===== config.mk =====
export PLATFORM = sky130hd
export DESIGN_NAME = arith_expr_tokenizer_flat
export DESIGN_NICKNAME = d
export VERILOG_FILES = /design/src/ate_pkg.sv /design/src/ate_ifs.sv /design/src/ate_front.sv /design/src/ate_queue.sv /design/src/ate_back.sv /design/src/arith_expr_tokenizer.sv /design/src/flat_wrapper.sv
export SDC_FILE = /design/constraint.sdc
export NUM_CORES = 1
export LEC_CHECK = 0
export BUFFER_PORTS_ARGS = -buffer_cell sky130_fd_sc_hd__buf_2
export CAP_MARGIN = 0
export CORE_MARGIN = 4
export CORE_UTILIZATION = 61
export CTS_BUF_LIST = sky130_fd_sc_hd__clkbuf_16
export CTS_CLUSTER_SIZE = 16
export DETAILED_ROUTE_END_ITERATION = 8
export PLACE_DENSITY = 0.8
export SYNTH_ARGS = -nofsm -noshare
export SYNTH_HDL_FRONTEND = slang
export SYNTH_SLANG_ARGS = --single-unit

===== constraint.sdc =====
create_clock -name i_clk -period 5.8 [get_ports i_clk]
set_input_delay 1.74 -clock i_clk [delete_from_list [all_inputs] [get_ports i_clk]]
set_output_delay 1.74 -clock i_clk [all_outputs]
set_load 0.05 [all_outputs]

===== src/ate_pkg.sv =====
// Package with the shared types and constants of the arithmetic expression tokenizer.
`default_nettype none
package ate_pkg;

    localparam int TOKEN_LIMIT  = 256;
    localparam int LITERAL_BITS = 32;
    localparam int CntBits      = $clog2(TOKEN_LIMIT);
    localparam int QueueDepth   = 4;
    localparam int QPtrBits     = $clog2(QueueDepth);

    localparam logic [7:0] CharSpace = 8'h20;
    localparam logic [7:0] CharPlus  = 8'h2B;
    localparam logic [7:0] CharMinus = 8'h2D;
    localparam logic [7:0] CharStar  = 8'h2A;
    localparam logic [7:0] CharSlash = 8'h2F;
    localparam logic [7:0] CharOpen  = 8'h28;
    localparam logic [7:0] CharClose = 8'h29;
    localparam logic [7:0] CharZero  = 8'h30;
    localparam logic [7:0] CharNine  = 8'h39;

    typedef enum logic [2:0] {
        KIND_LITERAL  = 3'd0,
        KIND_OPERATOR = 3'd1,
        KIND_OPEN     = 3'd2,
        KIND_CLOSE    = 3'd3,
        KIND_UNKNOWN  = 3'd4,
        KIND_END      = 3'd5,
        KIND_ERROR    = 3'd6
    } t_kind;

    typedef enum logic [2:0] {
        OP_ADD  = 3'd0,
        OP_SUB  = 3'd1,
        OP_MUL  = 3'd2,
        OP_DIV  = 3'd3,
        OP_NONE = 3'd4
    } t_op;

    typedef enum logic [1:0] {
        PREC_ADDITIVE = 2'd0,
        PREC_PRODUCT  = 2'd1,
        PREC_GROUP    = 2'd2,
        PREC_NONE     = 2'd3
    } t_prec;

    typedef enum logic [2:0] {
        CLS_DIGIT,
        CLS_SPACE,
        CLS_OP,
        CLS_OPEN,
        CLS_CLOSE,
        CLS_OTHER,
        CLS_END
    } t_class;

    typedef struct packed {
        t_class     cls;
        logic [3:0] digit;
        t_op        op;
        logic [7:0] raw;
    } t_item;

    typedef struct packed {
        t_kind       kind;
        logic [31:0] lit;
        t_op         op;
        t_prec       prec;
        logic [7:0]  raw;
        logic        last;
    } t_token;

    typedef struct packed {
        logic  valid;
        t_item item;
    } t_push;

endpackage
`default_nettype wire


===== src/ate_ifs.sv =====
// Handshake interfaces for the character channel and the token channel.
`default_nettype none
interface ate_char_if;
    logic       valid;
    logic       ready;
    logic [7:0] character;
    logic       is_end;
    modport source (output valid, output character, output is_end, input ready);
    modport sink (input valid, input character, input is_end, output ready);
endinterface

interface ate_tok_if;
    logic        valid;
    logic        ready;
    logic [2:0]  token_kind;
    logic [31:0] literal_value;
    logic [2:0]  operator_code;
    logic [1:0]  precedence;
    logic [7:0]  raw_char;
    logic        last;
    modport source (output valid, output token_kind, output literal_value,
                    output operator_code, output precedence, output raw_char,
                    output last, input ready);
    modport sink (input valid, input token_kind, input literal_value,
                  input operator_code, input precedence, input raw_char,
                  input last, output ready);
endinterface
`default_nettype wire


===== src/ate_front.sv =====
// Front end: accepts characters and classifies each one for the queue.
`default_nettype none
module ate_front (
    ate_char_if.sink          i_chr,
    input  wire logic         i_full,
    output ate_pkg::t_push    o_push
);

    ate_pkg::t_item item;

    always_comb begin
        item.digit = i_chr.character[3:0];
        item.raw   = i_chr.character;
        item.op    = ate_pkg::OP_NONE;
        if (i_chr.is_end) begin
            item.cls = ate_pkg::CLS_END;
        end else if (i_chr.character >= ate_pkg::CharZero &&
                     i_chr.character <= ate_pkg::CharNine) begin
            item.cls   = ate_pkg::CLS_DIGIT;
            item.digit = 4'(i_chr.character - ate_pkg::CharZero);
        end else begin
            case (i_chr.character)
                ate_pkg::CharSpace: item.cls = ate_pkg::CLS_SPACE;
                ate_pkg::CharPlus: begin
                    item.cls = ate_pkg::CLS_OP;
                    item.op  = ate_pkg::OP_ADD;
                end
                ate_pkg::CharMinus: begin
                    item.cls = ate_pkg::CLS_OP;
                    item.op  = ate_pkg::OP_SUB;
                end
                ate_pkg::CharStar: begin
                    item.cls = ate_pkg::CLS_OP;
                    item.op  = ate_pkg::OP_MUL;
                end
                ate_pkg::CharSlash: begin
                    item.cls = ate_pkg::CLS_OP;
                    item.op  = ate_pkg::OP_DIV;
                end
                ate_pkg::CharOpen:  item.cls = ate_pkg::CLS_OPEN;
                ate_pkg::CharClose: item.cls = ate_pkg::CLS_CLOSE;
                default:            item.cls = ate_pkg::CLS_OTHER;
            endcase
        end
    end

    assign i_chr.ready  = !i_full;
    assign o_push.valid = i_chr.valid && !i_full;
    assign o_push.item  = item;

endmodule
`default_nettype wire


===== src/ate_queue.sv =====
// Short register queue of classified characters between front and back ends.
`default_nettype none
module ate_queue (
    input  wire logic            i_clk,
    input  wire logic            i_rst_n,
    input  wire ate_pkg::t_push  i_push,
    output logic                 o_full,
    output logic                 o_pop_valid,
    output ate_pkg::t_item       o_pop_item,
    input  wire logic            i_pop
);

    ate_pkg::t_item                r_mem [ate_pkg::QueueDepth];
    logic [ate_pkg::QPtrBits-1:0]  r_wr;
    logic [ate_pkg::QPtrBits-1:0]  r_rd;
    logic [ate_pkg::QPtrBits:0]    r_cnt;
    logic                          do_pop;

    assign o_full      = r_cnt == (ate_pkg::QPtrBits+1)'(ate_pkg::QueueDepth);
    assign o_pop_valid = r_cnt != '0;
    assign o_pop_item  = r_mem[r_rd];
    assign do_pop      = i_pop && o_pop_valid;

    always_ff @(posedge i_clk) begin
        if (!i_rst_n) begin
            r_wr  <= '0;
            r_rd  <= '0;
            r_cnt <= '0;
        end else begin
            if (i_push.valid) begin
                r_wr <= r_wr + ate_pkg::QPtrBits'(1);
            end
            if (do_pop) begin
                r_rd <= r_rd + ate_pkg::QPtrBits'(1);
            end
            r_cnt <= r_cnt + (ate_pkg::QPtrBits+1)'(i_push.valid)
                           - (ate_pkg::QPtrBits+1)'(do_pop);
        end
    end

    always_ff @(posedge i_clk) begin
        if (i_push.valid) begin
            r_mem[r_wr] <= i_push.item;
        end
    end

endmodule
`default_nettype wire


===== src/ate_back.sv =====
// Back end: keeps the literal and token count state and emits the tokens.
`default_nettype none
module ate_back (
    input  wire logic            i_clk,
    input  wire logic            i_rst_n,
    input  wire logic            i_pop_valid,
    input  wire ate_pkg::t_item  i_pop_item,
    output logic                 o_pop,
    ate_tok_if.source            o_tok
);

    localparam int LB = ate_pkg::LITERAL_BITS;
    localparam int CB = ate_pkg::CntBits;

    logic [LB-1:0]   r_acc, n_acc;
    logic            r_in_lit, n_in_lit;
    logic [CB-1:0]   r_cnt, n_cnt;
    logic            r_failed, n_failed;
    logic            r_out_valid, n_out_valid;
    ate_pkg::t_token r_out, n_out;
    logic            r_pend_valid, n_pend_valid;
    ate_pkg::t_token r_pend, n_pend;

    logic            out_free;
    logic            take;
    logic            lit_flush;
    logic            has_main;
    logic            limit_hit;
    logic [CB-1:0]   cnt_flushed;
    ate_pkg::t_token lit_tok;
    ate_pkg::t_token main_tok;

    assign out_free = !r_out_valid || o_tok.ready;
    assign take     = out_free && !r_pend_valid && i_pop_valid;
    assign o_pop    = take;

    always_comb begin
        lit_tok      = '{kind: ate_pkg::KIND_LITERAL, lit: 32'(r_acc), op: ate_pkg::OP_NONE,
                         prec: ate_pkg::PREC_NONE, raw: 8'd0, last: 1'b0};
        main_tok     = '{kind: ate_pkg::KIND_END, lit: 32'd0, op: ate_pkg::OP_NONE,
                         prec: ate_pkg::PREC_NONE, raw: 8'd0, last: 1'b1};
        lit_flush    = 1'b0;
        has_main     = 1'b0;
        cnt_flushed  = r_cnt + CB'(r_in_lit);
        limit_hit    = 1'b0;
        n_acc        = r_acc;
        n_in_lit     = r_in_lit;
        n_cnt        = r_cnt;
        n_failed     = r_failed;

        if (i_pop_item.cls == ate_pkg::CLS_END) begin
            lit_flush = r_in_lit && !r_failed;
            has_main  = 1'b1;
            n_acc     = '0;
            n_in_lit  = 1'b0;
            n_cnt     = '0;
            n_failed  = 1'b0;
        end else if (r_failed) begin
            has_main = 1'b0;
        end else if (i_pop_item.cls == ate_pkg::CLS_DIGIT) begin
            if (!r_in_lit) begin
                if (r_cnt >= CB'(ate_pkg::TOKEN_LIMIT - 1)) begin
                    has_main      = 1'b1;
                    main_tok.kind = ate_pkg::KIND_ERROR;
                    n_failed      = 1'b1;
                end else begin
                    n_in_lit = 1'b1;
                    n_acc    = LB'(i_pop_item.digit);
                end
            end else begin
                n_acc = (r_acc << 3) + (r_acc << 1) + LB'(i_pop_item.digit);
            end
        end else begin
            lit_flush = r_in_lit;
            n_in_lit  = 1'b0;
            n_acc     = '0;
            n_cnt     = cnt_flushed;
            limit_hit = cnt_flushed >= CB'(ate_pkg::TOKEN_LIMIT - 1);
            if (limit_hit) begin
                has_main      = 1'b1;
                main_tok.kind = ate_pkg::KIND_ERROR;
                n_failed      = 1'b1;
            end else begin
                has_main = i_pop_item.cls != ate_pkg::CLS_SPACE;
                if (has_main) begin
                    n_cnt = cnt_flushed + CB'(1);
                end
                case (i_pop_item.cls)
                    ate_pkg::CLS_OP: begin
                        main_tok.kind = ate_pkg::KIND_OPERATOR;
                        main_tok.op   = i_pop_item.op;
                        main_tok.prec = (i_pop_item.op == ate_pkg::OP_ADD ||
                                         i_pop_item.op == ate_pkg::OP_SUB)
                                        ? ate_pkg::PREC_ADDITIVE : ate_pkg::PREC_PRODUCT;
                    end
                    ate_pkg::CLS_OPEN: begin
                        main_tok.kind = ate_pkg::KIND_OPEN;
                        main_tok.prec = ate_pkg::PREC_GROUP;
                    end
                    ate_pkg::CLS_CLOSE: begin
                        main_tok.kind = ate_pkg::KIND_CLOSE;
                        main_tok.prec = ate_pkg::PREC_GROUP;
                    end
                    default: begin
                        main_tok.kind = ate_pkg::KIND_UNKNOWN;
                        main_tok.raw  = i_pop_item.raw;
                    end
                endcase
            end
        end
    end

    always_comb begin
        n_out        = r_out;
        n_pend       = r_pend;
        n_out_valid  = r_out_valid && !o_tok.ready;
        n_pend_valid = r_pend_valid;
        if (out_free && r_pend_valid) begin
            n_out        = r_pend;
            n_out_valid  = 1'b1;
            n_pend_valid = 1'b0;
        end else if (take) begin
            if (lit_flush && has_main) begin
                n_out        = lit_tok;
                n_out_valid  = 1'b1;
                n_pend       = main_tok;
                n_pend_valid = 1'b1;
            end else if (lit_flush) begin
                n_out       = lit_tok;
                n_out.last  = 1'b1;
                n_out_valid = 1'b1;
            end else if (has_main) begin
                n_out       = main_tok;
                n_out_valid = 1'b1;
            end
        end
    end

    always_ff @(posedge i_clk) begin
        if (!i_rst_n) begin
            r_acc        <= '0;
            r_in_lit     <= 1'b0;
            r_cnt        <= '0;
            r_failed     <= 1'b0;
            r_out_valid  <= 1'b0;
            r_pend_valid <= 1'b0;
        end else begin
            if (take) begin
                r_acc    <= n_acc;
                r_in_lit <= n_in_lit;
                r_cnt    <= n_cnt;
                r_failed <= n_failed;
            end
            r_out_valid  <= n_out_valid;
            r_pend_valid <= n_pend_valid;
        end
    end

    always_ff @(posedge i_clk) begin
        r_out  <= n_out;
        r_pend <= n_pend;
    end

    assign o_tok.valid         = r_out_valid;
    assign o_tok.token_kind    = r_out.kind;
    assign o_tok.literal_value = r_out.lit;
    assign o_tok.operator_code = r_out.op;
    assign o_tok.precedence    = r_out.prec;
    assign o_tok.raw_char      = r_out.raw;
    assign o_tok.last          = r_out.last;

endmodule
`default_nettype wire


===== src/arith_expr_tokenizer.sv =====
// Top level of the arithmetic expression tokenizer.
// The block takes an expression one character per request on i_chr, with a
// request that has is_end set closing the expression, and gives tokens on
// o_tok: literals, operators with code and precedence, brackets, unknown
// bytes, the end token and the error token when the token limit is hit.
// A request is taken at every cycle in which the four-entry queue between the
// classifier and the token engine has room, so one character per cycle flows.
// A token is registered in the output register after its character has left
// the queue. A character that closes a literal and yields a token gives two
// tokens, the literal first; the second waits in a pending register, carries
// last, and holds back the next queued character until it moves out.
// Spaces, dropped characters and digits below the token limit give no token.
// When the receiver stalls, the output register and the queue hold their
// contents and i_chr.ready falls once the queue is full.
// After reset the queue and output are empty and the literal, token count and
// failure state are clear.
`default_nettype none
module arith_expr_tokenizer (
    input  wire logic  i_clk,
    input  wire logic  i_rst_n,
    ate_char_if.sink   i_chr,
    ate_tok_if.source  o_tok
);

    ate_pkg::t_push push;
    logic           full;
    logic           pop_valid;
    ate_pkg::t_item pop_item;
    logic           pop;

    ate_front u_front (
        .i_chr  (i_chr),
        .i_full (full),
        .o_push (push)
    );

    ate_queue u_queue (
        .i_clk       (i_clk),
        .i_rst_n     (i_rst_n),
        .i_push      (push),
        .o_full      (full),
        .o_pop_valid (pop_valid),
        .o_pop_item  (pop_item),
        .i_pop       (pop)
    );

    ate_back u_back (
        .i_clk       (i_clk),
        .i_rst_n     (i_rst_n),
        .i_pop_valid (pop_valid),
        .i_pop_item  (pop_item),
        .o_pop       (pop),
        .o_tok       (o_tok)
    );

endmodule
`default_nettype wire

===== src/flat_wrapper.sv =====
// flat-port wrapper written by rule: the top's interface ports become plain ports
module arith_expr_tokenizer_flat 
  (i_clk, i_rst_n, i_chr_valid, i_chr_character, i_chr_is_end, i_chr_ready, o_tok_valid, o_tok_token_kind, o_tok_literal_value, o_tok_operator_code, o_tok_precedence, o_tok_raw_char, o_tok_last, o_tok_ready);
  ate_char_if i_chr_i ();
  ate_tok_if o_tok_i ();
  input  wire logic i_clk;
  input  wire logic i_rst_n;
  input wire logic [$bits(i_chr_i.valid)-1:0] i_chr_valid;
  input wire logic [$bits(i_chr_i.character)-1:0] i_chr_character;
  input wire logic [$bits(i_chr_i.is_end)-1:0] i_chr_is_end;
  output wire logic [$bits(i_chr_i.ready)-1:0] i_chr_ready;
  output wire logic [$bits(o_tok_i.valid)-1:0] o_tok_valid;
  output wire logic [$bits(o_tok_i.token_kind)-1:0] o_tok_token_kind;
  output wire logic [$bits(o_tok_i.literal_value)-1:0] o_tok_literal_value;
  output wire logic [$bits(o_tok_i.operator_code)-1:0] o_tok_operator_code;
  output wire logic [$bits(o_tok_i.precedence)-1:0] o_tok_precedence;
  output wire logic [$bits(o_tok_i.raw_char)-1:0] o_tok_raw_char;
  output wire logic [$bits(o_tok_i.last)-1:0] o_tok_last;
  input wire logic [$bits(o_tok_i.ready)-1:0] o_tok_ready;
  assign i_chr_i.valid = i_chr_valid;
  assign i_chr_i.character = i_chr_character;
  assign i_chr_i.is_end = i_chr_is_end;
  assign i_chr_ready = i_chr_i.ready;
  assign o_tok_valid = o_tok_i.valid;
  assign o_tok_token_kind = o_tok_i.token_kind;
  assign o_tok_literal_value = o_tok_i.literal_value;
  assign o_tok_operator_code = o_tok_i.operator_code;
  assign o_tok_precedence = o_tok_i.precedence;
  assign o_tok_raw_char = o_tok_i.raw_char;
  assign o_tok_last = o_tok_i.last;
  assign o_tok_i.ready = o_tok_ready;
  arith_expr_tokenizer u_core (.i_clk(i_clk), .i_rst_n(i_rst_n), .i_chr(i_chr_i), .o_tok(o_tok_i));
endmodule

==> results.json, run 1 <==
{
  "crit_type": "reg2reg",
  "crit_required_ns": 6.11,
  "power.switching_w": 0.001822,
  "reg2reg_depth": 13,
  "max_cap_viol_count": 0,
  "arrival_ns": 4.57,
  "p_clk_share_pct": 24.2,
  "synthMuxAreaShare_pct": 4.217,
  "rows": 44,
  "root_buffer": "clkbuf_16",
  "fillers": 1015,
  "synthAdderAreaFrac_pct": 9.705,
  "grt-ovfl-total": 0,
  "clockBufferDepth": 2,
  "hpwlAfterDp_um": 13170,
  "grt_pass1_wl_um": 30400,
  "rr_endpoint": "u_core.u_back.r_acc[29]",
  "dr.pass1.iters": 6,
  "rsz0062_at_grt": "no",
  "syn_area_per_cell_sq_um": 11.61,
  "cp_cell_sequence": "mux4_2 > inv_1 > fa_1 > inv_1 > ha_1 > a211oi_1 > nor2_1 > o31ai_1 > a21oi_1 > or4b_2 > a31oi_1 > xor2_1 > o21ai_1",
  "synth-main-ff-cell": "edfxtp_1",
  "crit_top_cell": "inv_1",
  "dieArea_sq_um": 17210,
  "yosys.area_share.simple_pct": 15.27,
  "io_pins": 64,
  "ys_ff_latch": 174,
  "wire_per_inst_um": 17.49,
  "vias": 6380,
  "clock-sinks": 174,
  "power_w": 0.004488,
  "ctsResizeCount": 0,
  "num_antenna_cells": 0,
  "power_density_nw_per_um2": 439.0,
  "crit_family": "compound AO/OA/AOI/OAI gates",
  "drive_above_1_share_pct": 15.72,
  "min-delay-path-class": "reg2reg",
  "grt_max_degree": 50,
  "setup_viol": 0,
  "path_depth": 13,
  "cpPeakStageDelay_ns": 0.80,
  "vias_per_cell": 6.117,
  "path_clk_slew_ns": 0.07,
  "syn_nets": 880,
  "cts_hold_buf": 0,
  "endpoint_kind": "flop",
  "h-tree-depth": 4,
  "synth_cells": 797,
  "crit_slowest_cell": "dfxtp_1",
  "design.core.area_sq_um": 14700,
  "p_leak_nw": 4.111,
  "post_cts_buffers": 0,
  "rrSetupSlack_ns": 1.54,
  "min_period_over_period_pct": 73.51,
  "place.gp.congestion": 0.8507,
  "synth_warnings": 0,
  "ys_types": 73,
  "swShare_pct": 40.59,
  "ant_nets": 0,
  "tns_ns": 0,
  "max_freq_mhz": 234.5,
  "cp-endpoint": "u_core.u_back.r_acc[29]",
  "antenna_found_initial": 0,
  "critical_path_buf_inv_count": 2,
  "routed_wl_um": 18240,
  "synth_area_sq_um": 9256,
  "die_h_um": 131.2,
  "finalHoldViolCount": 0,
  "drc": 0,
  "die_width_um": 131.2,
  "hold_depth": 2,
  "tritoncts.num_buffers": 17,
  "drtIter0Drc": 416,
  "drv_slew": 0,
  "path_max_fanout": 16,
  "grt_usage_pct": 21.39,
  "cp-start-kind": "flop",
  "intPower_w": 0.002666,
  "synth_top_family_by_area": "simple AND/OR/NAND/NOR gates",
  "synthXorXnorAreaFrac_pct": 3.596,
  "numPortBuffers": 63,
  "tritoncts": "done",
  "outcome": "complete, no violations",
  "relSlewSlack_pct": 17.65,
  "grt_pass1_vias": 6321,
  "seq_power_share_pct": 40.1,
  "ir_drop_uv": 292.9,
  "p_comb_share_pct": 35.8,
  "synth_compound_area_share_pct": 13.91,
  "synth_seq_area_share_pct": 50.72,
  "fin_crit_ns": 4.264,
  "final_nets": 929,
  "area_growth_pct": 10.45,
  "synth_edf_count": 121,
  "finClkSkew_ns": 0.009759,
  "synthArstFlopShare_pct": 0,
  "initial_core_util_pct": 62.97,
  "insertion_delay_ns": 0.43,
  "tightest_slew_ns": 1.232
}
-- how the worst min path moves through the flow --
stage                                  from                      end
floorplan           u_core.u_back.r_acc[31]  u_core.u_back.r_acc[31]
global placement    u_core.u_back.r_acc[31]  u_core.u_back.r_acc[31]
detailed placement  u_core.u_back.r_acc[31]  u_core.u_back.r_acc[31]
CTS                 u_core.u_back.r_acc[31]  u_core.u_back.r_acc[31]
global route        u_core.u_back.r_acc[31]  u_core.u_back.r_acc[31]
finish              u_core.u_back.r_acc[31]  u_core.u_back.r_acc[31]
-- routing by layer --
metal	wire (um)	global-route usage, %	vias up	share of wire (%)
li1	-	-	3100	-
met5	0	0	-	0
met2	9275	37.73	169	51
met1	7852	26.45	3087	43
met4	303	7.468	0	1.7
met3	812	4.167	24	4.5
-- layout make-up --
| type | instances | area, sq um | area share (%) |
|---|---|---|---|
| Inverter | 19 | 71.32 | 0.6976 |
| Timing Repair Buffer | 64 | 322.8 | 3.157 |
| Clock inverter | 15 | 142.6 | 1.395 |
| Tap cell | 184 | 230.2 | 2.252 |
| Multi-Input combinational cell | 570 | 4337 | 42.42 |
| Clock buffer | 17 | 425.4 | 4.161 |
| Sequential cell | 174 | 4695 | 45.92 |
-- registers in the layout (all words and copies together) (netlist names), named ones only --
name,flops
u_core.u_back.r_failed,1
u_core.u_back.o_tok.operator_code,3
u_core.u_back.r_in_lit,1
u_core.u_back.r_pend,16
u_core.u_queue.r_cnt,3
u_core.u_back.o_tok.last,1
u_core.u_queue.r_mem,56
u_core.u_queue.r_rd,2
u_core.u_queue.r_wr,2
u_core.u_back.r_acc,32
u_core.u_back.o_tok.literal_value,32
u_core.u_back.r_cnt,8
u_core.u_back.o_tok.precedence,2
u_core.u_back.r_pend_valid,1
u_core.u_back.o_tok.valid,1
u_core.u_back.o_tok.raw_char,8
u_core.u_back.o_tok.token_kind,3
-- cells by family (layout without fill, tap and decap cells) --
kind of cell,count (synthesis),after routing
XOR/XNOR,38,38
AND/OR/NAND/NOR,251,251
AO/OA/AOI/OAI,190,190
adder cells (fa/ha/maj),70,70
buffers and inverters,53,115
flip-flops,174,174
multiplexers,21,21
-- worst register-to-register path: cells and delay by family (launching register included) --
family	cells	cell delay, ns
AOI/OAI and AO/OA	5	1.00
DFF	1	0.80
and+or+nand+nor	2	0.78
adders and majority gates	2	0.69
muxes	1	0.45
buffers and inverters	2	0.25
xor gates and xnor gates	1	0.18
-- stage by stage --
stage | setup WS, ns | std cells | area [sq um] | utilization, % | hold WS (ns)
finish | 1.536 | 1043 | 10220 | 69.55 | 0.4513
floorplan | 1.581 | 797 | 9256 | - | 0.4208
detailed placement | 1.526 | 1011 | 9656 | 65.69 | 0.4487
global placement | 1.625 | 1011 | 9656 | 65.69 | 0.4362
global route | 1.225 | 1043 | 10220 | 69.55 | 0.4893
CTS | 1.508 | 1043 | 10220 | 69.55 | 0.4575
-- layout by cell type, fill, tap and decap left out, drive strengths merged, types with 5 or more instances in the layout --
cell type,netlist,routed
a211oi,9,9
a21boi,9,9
a21o,13,13
a21oi,32,32
a22oi,18,18
a31oi,8,8
a32o,9,9
and2,55,55
and3,10,10
buf,10,64
clkbuf,24,17
clkinv,0,5
dfxtp,53,53
edfxtp,121,121
ha,67,67
inv,19,28
mux4,14,14
nand2,52,52
nand2b,6,6
nand3,12,12
nand4,8,8
nor2,33,33
nor2b,32,32
nor3,13,13
nor3b,6,6
o21ai,55,55
xnor2,28,28
xor2,10,10
-- power by group through the flow --
| stage | clock (W) | sequential, W | combinational, W |
|---|---|---|---|
| 6_report | 0.00108 | 0.00180 | 0.00160 |
| 5_1_grt | 0.00115 | 0.00183 | 0.00173 |
| 4_1_cts | 0.00110 | 0.00180 | 0.00162 |
| 3_5_place_dp | 0 | 0.00183 | 0.00161 |
| 3_3_place_gp | 0 | 0.00182 | 0.00159 |
| 2_1_floorplan | 0 | 0.00238 | 0.000679 |
-- synth_stat cells, types with 4 or more instances --
cell type / instances / area, sq um
edfxtp_1: 121 / 3633
a32o_1: 9 / 90.09
o21ai_0: 41 / 205.2
nor3_1: 13 / 65.06
nand3_1: 12 / 60.06
a31oi_1: 8 / 50.05
and3_1: 10 / 62.56
xor2_1: 10 / 87.58
clkbuf_1: 24 / 90.09
nor2_1: 33 / 123.9
a21boi_0: 8 / 60.06
o21ai_2: 7 / 61.31
nor3b_1: 5 / 37.54
a211oi_1: 9 / 67.56
ha_1: 67 / 838.3
buf_2: 5 / 25.02
xnor2_1: 28 / 245.2
nand2_1: 51 / 191.4
a21oi_1: 32 / 160.2
a21o_1: 13 / 97.59
inv_1: 19 / 71.32
o21ai_1: 7 / 35.03
nand2b_1: 6 / 37.54
and2_1: 54 / 337.8
dfxtp_1: 53 / 1061
mux4_2: 14 / 315.3
mux2_2: 4 / 45.04
o31ai_1: 4 / 30.03
a22o_1: 4 / 35.03
nor2b_1: 31 / 193.9
a22oi_1: 18 / 135.1
nand4_1: 8 / 50.05
(Power assumes the default switching activity.)
==> inputs of run 2 (changes only) <==
==> constraint.sdc (replaced) <==
create_clock -name i_clk -period 4 [get_ports i_clk]
set_input_delay 1.2 -clock i_clk [delete_from_list [all_inputs] [get_ports i_clk]]
set_output_delay 1.2 -clock i_clk [all_outputs]
set_load 0.05 [all_outputs]
==> run 2 against run 1 <==
Net effect: via count is 2.1% higher; critical path depth stayed put; core utilization grew 0.91 points; setup slack worse by 1.3 ns; register-to-register slack lost 1.3 ns; hold slack lost 0.0075 ns; sequential cell count unchanged; clock-buffer cell count did not move; clock skew hardly changed; sequential power up 42%; largest power group unchanged; highest routed layer unchanged.
==> results.json, run 2 (synthesis results as in run 1) <==
{
  "cpPeakStageDelay_ns": 0.66,
  "hpwlAfterDp_um": 13600,
  "grt_pass1_vias": 6485,
  "tightest_slew_ns": 1.011,
  "endpoint_kind": "flop",
  "rsz0062_at_grt": "no",
  "tns_ns": 0,
  "min_period_over_period_pct": 95.23,
  "crit_slowest_cell": "or4b_2",
  "critical_path_buf_inv_count": 2,
  "largest_register": "u_core.u_queue.r_mem",
  "max_cap_viol_count": 0,
  "num_antenna_cells": 0,
  "root_buffer": "clkbuf_16",
  "area_growth_pct": 11.89,
  "die_width_um": 131.2,
  "max_freq_mhz": 262.5,
  "ant_nets": 0,
  "path_clk_slew_ns": 0.07,
  "fin_crit_ns": 3.809,
  "crit_required_ns": 4.32,
  "tritoncts": "done",
  "grt_max_degree": 50,
  "power_density_nw_per_um2": 642.0,
  "place.gp.congestion": 0.9053,
  "drv_slew": 0,
  "clockBufferDepth": 2,
  "grt_usage_pct": 22.61,
  "initial_core_util_pct": 62.97,
  "crit_family": "compound AO/OA/AOI/OAI gates",
  "wire_per_inst_um": 18.10,
  "min-delay-path-class": "reg2reg",
  "arrival_ns": 4.12,
  "numPortBuffers": 63,
  "finalHoldViolCount": 0,
  "ir_drop_uv": 366.5,
  "path_max_fanout": 3,
  "tritoncts.num_buffers": 17,
  "crit_type": "reg2reg",
  "routed_wl_um": 19110,
  "drtIter0Drc": 545,
  "grt-ovfl-total": 0,
  "drc": 0,
  "largest_register_ff_count": 56,
  "dr.pass1.iters": 5,
  "final_nets": 942,
  "drive_above_1_share_pct": 17.55,
  "fillers": 1035,
  "cp-start-kind": "flop",
  "dieArea_sq_um": 17210,
  "crit_top_cell": "inv_1",
  "vias_per_cell": 6.168,
  "p_leak_nw": 4.189,
  "vias": 6513,
  "finClkSkew_ns": 0.009578,
  "layout_common_cells": "edfxtp_1 (121), ha_1 (67), buf_2 (63), and2_1 (54), dfxtp_1 (52)",
  "clock-sinks": 174,
  "relSlewSlack_pct": 32.05,
  "layout_commonest_cell": "edfxtp_1",
  "cp_cell_sequence": "mux4_2 > inv_1 > fa_1 > inv_1 > ha_1 > a211oi_1 > nor2_1 > o31ai_2 > a21oi_2 > or4b_2 > a31oi_2 > xor2_1 > o21ai_1",
  "die_h_um": 131.2,
  "antenna_found_initial": 0,
  "io_pins": 64,
  "setup_viol": 0,
  "design.core.area_sq_um": 14700,
  "outcome": "complete, no violations",
  "rows": 44,
  "power_w": 0.006649,
  "grt_pass1_wl_um": 31920,
  "insertion_delay_ns": 0.43,
  "h-tree-depth": 4
}
==> run 2: per-stage QoR <==
step	area, sq um	util, %	std cells	worst slack [ns]	hold slack (ns)
floorplan	9258	-	797	0.06390	0.4208
global placement	9752	66.34	1023	0.1482	0.4342
detailed placement	9752	66.34	1023	0.09058	0.4393
CTS	10320	70.24	1055	0.05929	0.4481
global route	10360	70.46	1056	0.01243	0.4860
finish	10360	70.46	1056	0.1907	0.4438
==> run 2: final timing paths <==
path,startpoint,to,slack (ns),depth (start not counted)
max,u_core.u_queue.r_mem[3][14],u_core.u_back.r_acc[29],0.19,13
min,u_core.u_back.r_acc[31],u_core.u_back.r_acc[31],0.44,2
max reg2reg,u_core.u_queue.r_mem[3][14],u_core.u_back.r_acc[29],0.19,13
min reg2reg,u_core.u_back.r_acc[31],u_core.u_back.r_acc[31],0.44,2
==> run 2: power by group <==
part | leakage (nW) | internal (W) | total, W | switching, W
clock | 0.284 | 0.000831 | 0.00160 | 0.000765
sequential | 1.56 | 0.00243 | 0.00256 | 0.000135
combinational | 2.35 | 0.000685 | 0.00249 | 0.00180
==> run 2: layout make-up <==
type / instances / area, sq um / share of cell area (%)
well taps: 184 / 230.2 / 2.223
clock buffers: 17 / 425.4 / 4.107
repair buffers: 77 / 436.7 / 4.216
flip-flops and latches: 174 / 4696 / 45.34
inverters: 19 / 71.32 / 0.6886
multi-input cells: 570 / 4350 / 42.00
clock inverters: 15 / 147.6 / 1.425
==> run 2: timing repair <==
| action | CTS | global route |
|---|---|---|
| buffers inserted | 0 | 1 |
| resized for setup | 0 | 6 |
| hold buffers | 0 | 0 |
| setup endpoints to repair | 0 | 8 |
==> run 2: worst register-to-register path, delay by kind of cell, from the launching register on <==
family,cells,cell delay (ns)
mux,1,0.52
fa+ha+maj,2,0.66
compound gates,5,0.95
buf+inv,2,0.22
xor+xnor,1,0.16
flops,1,0.39
simple gates,2,0.79
==> run 2: routing by layer <==
layer,GRT usage (%),wire (um)
met1,28.04,7971
met2,40.12,9884
met3,4.167,886
met4,7.585,367
met5,0,0
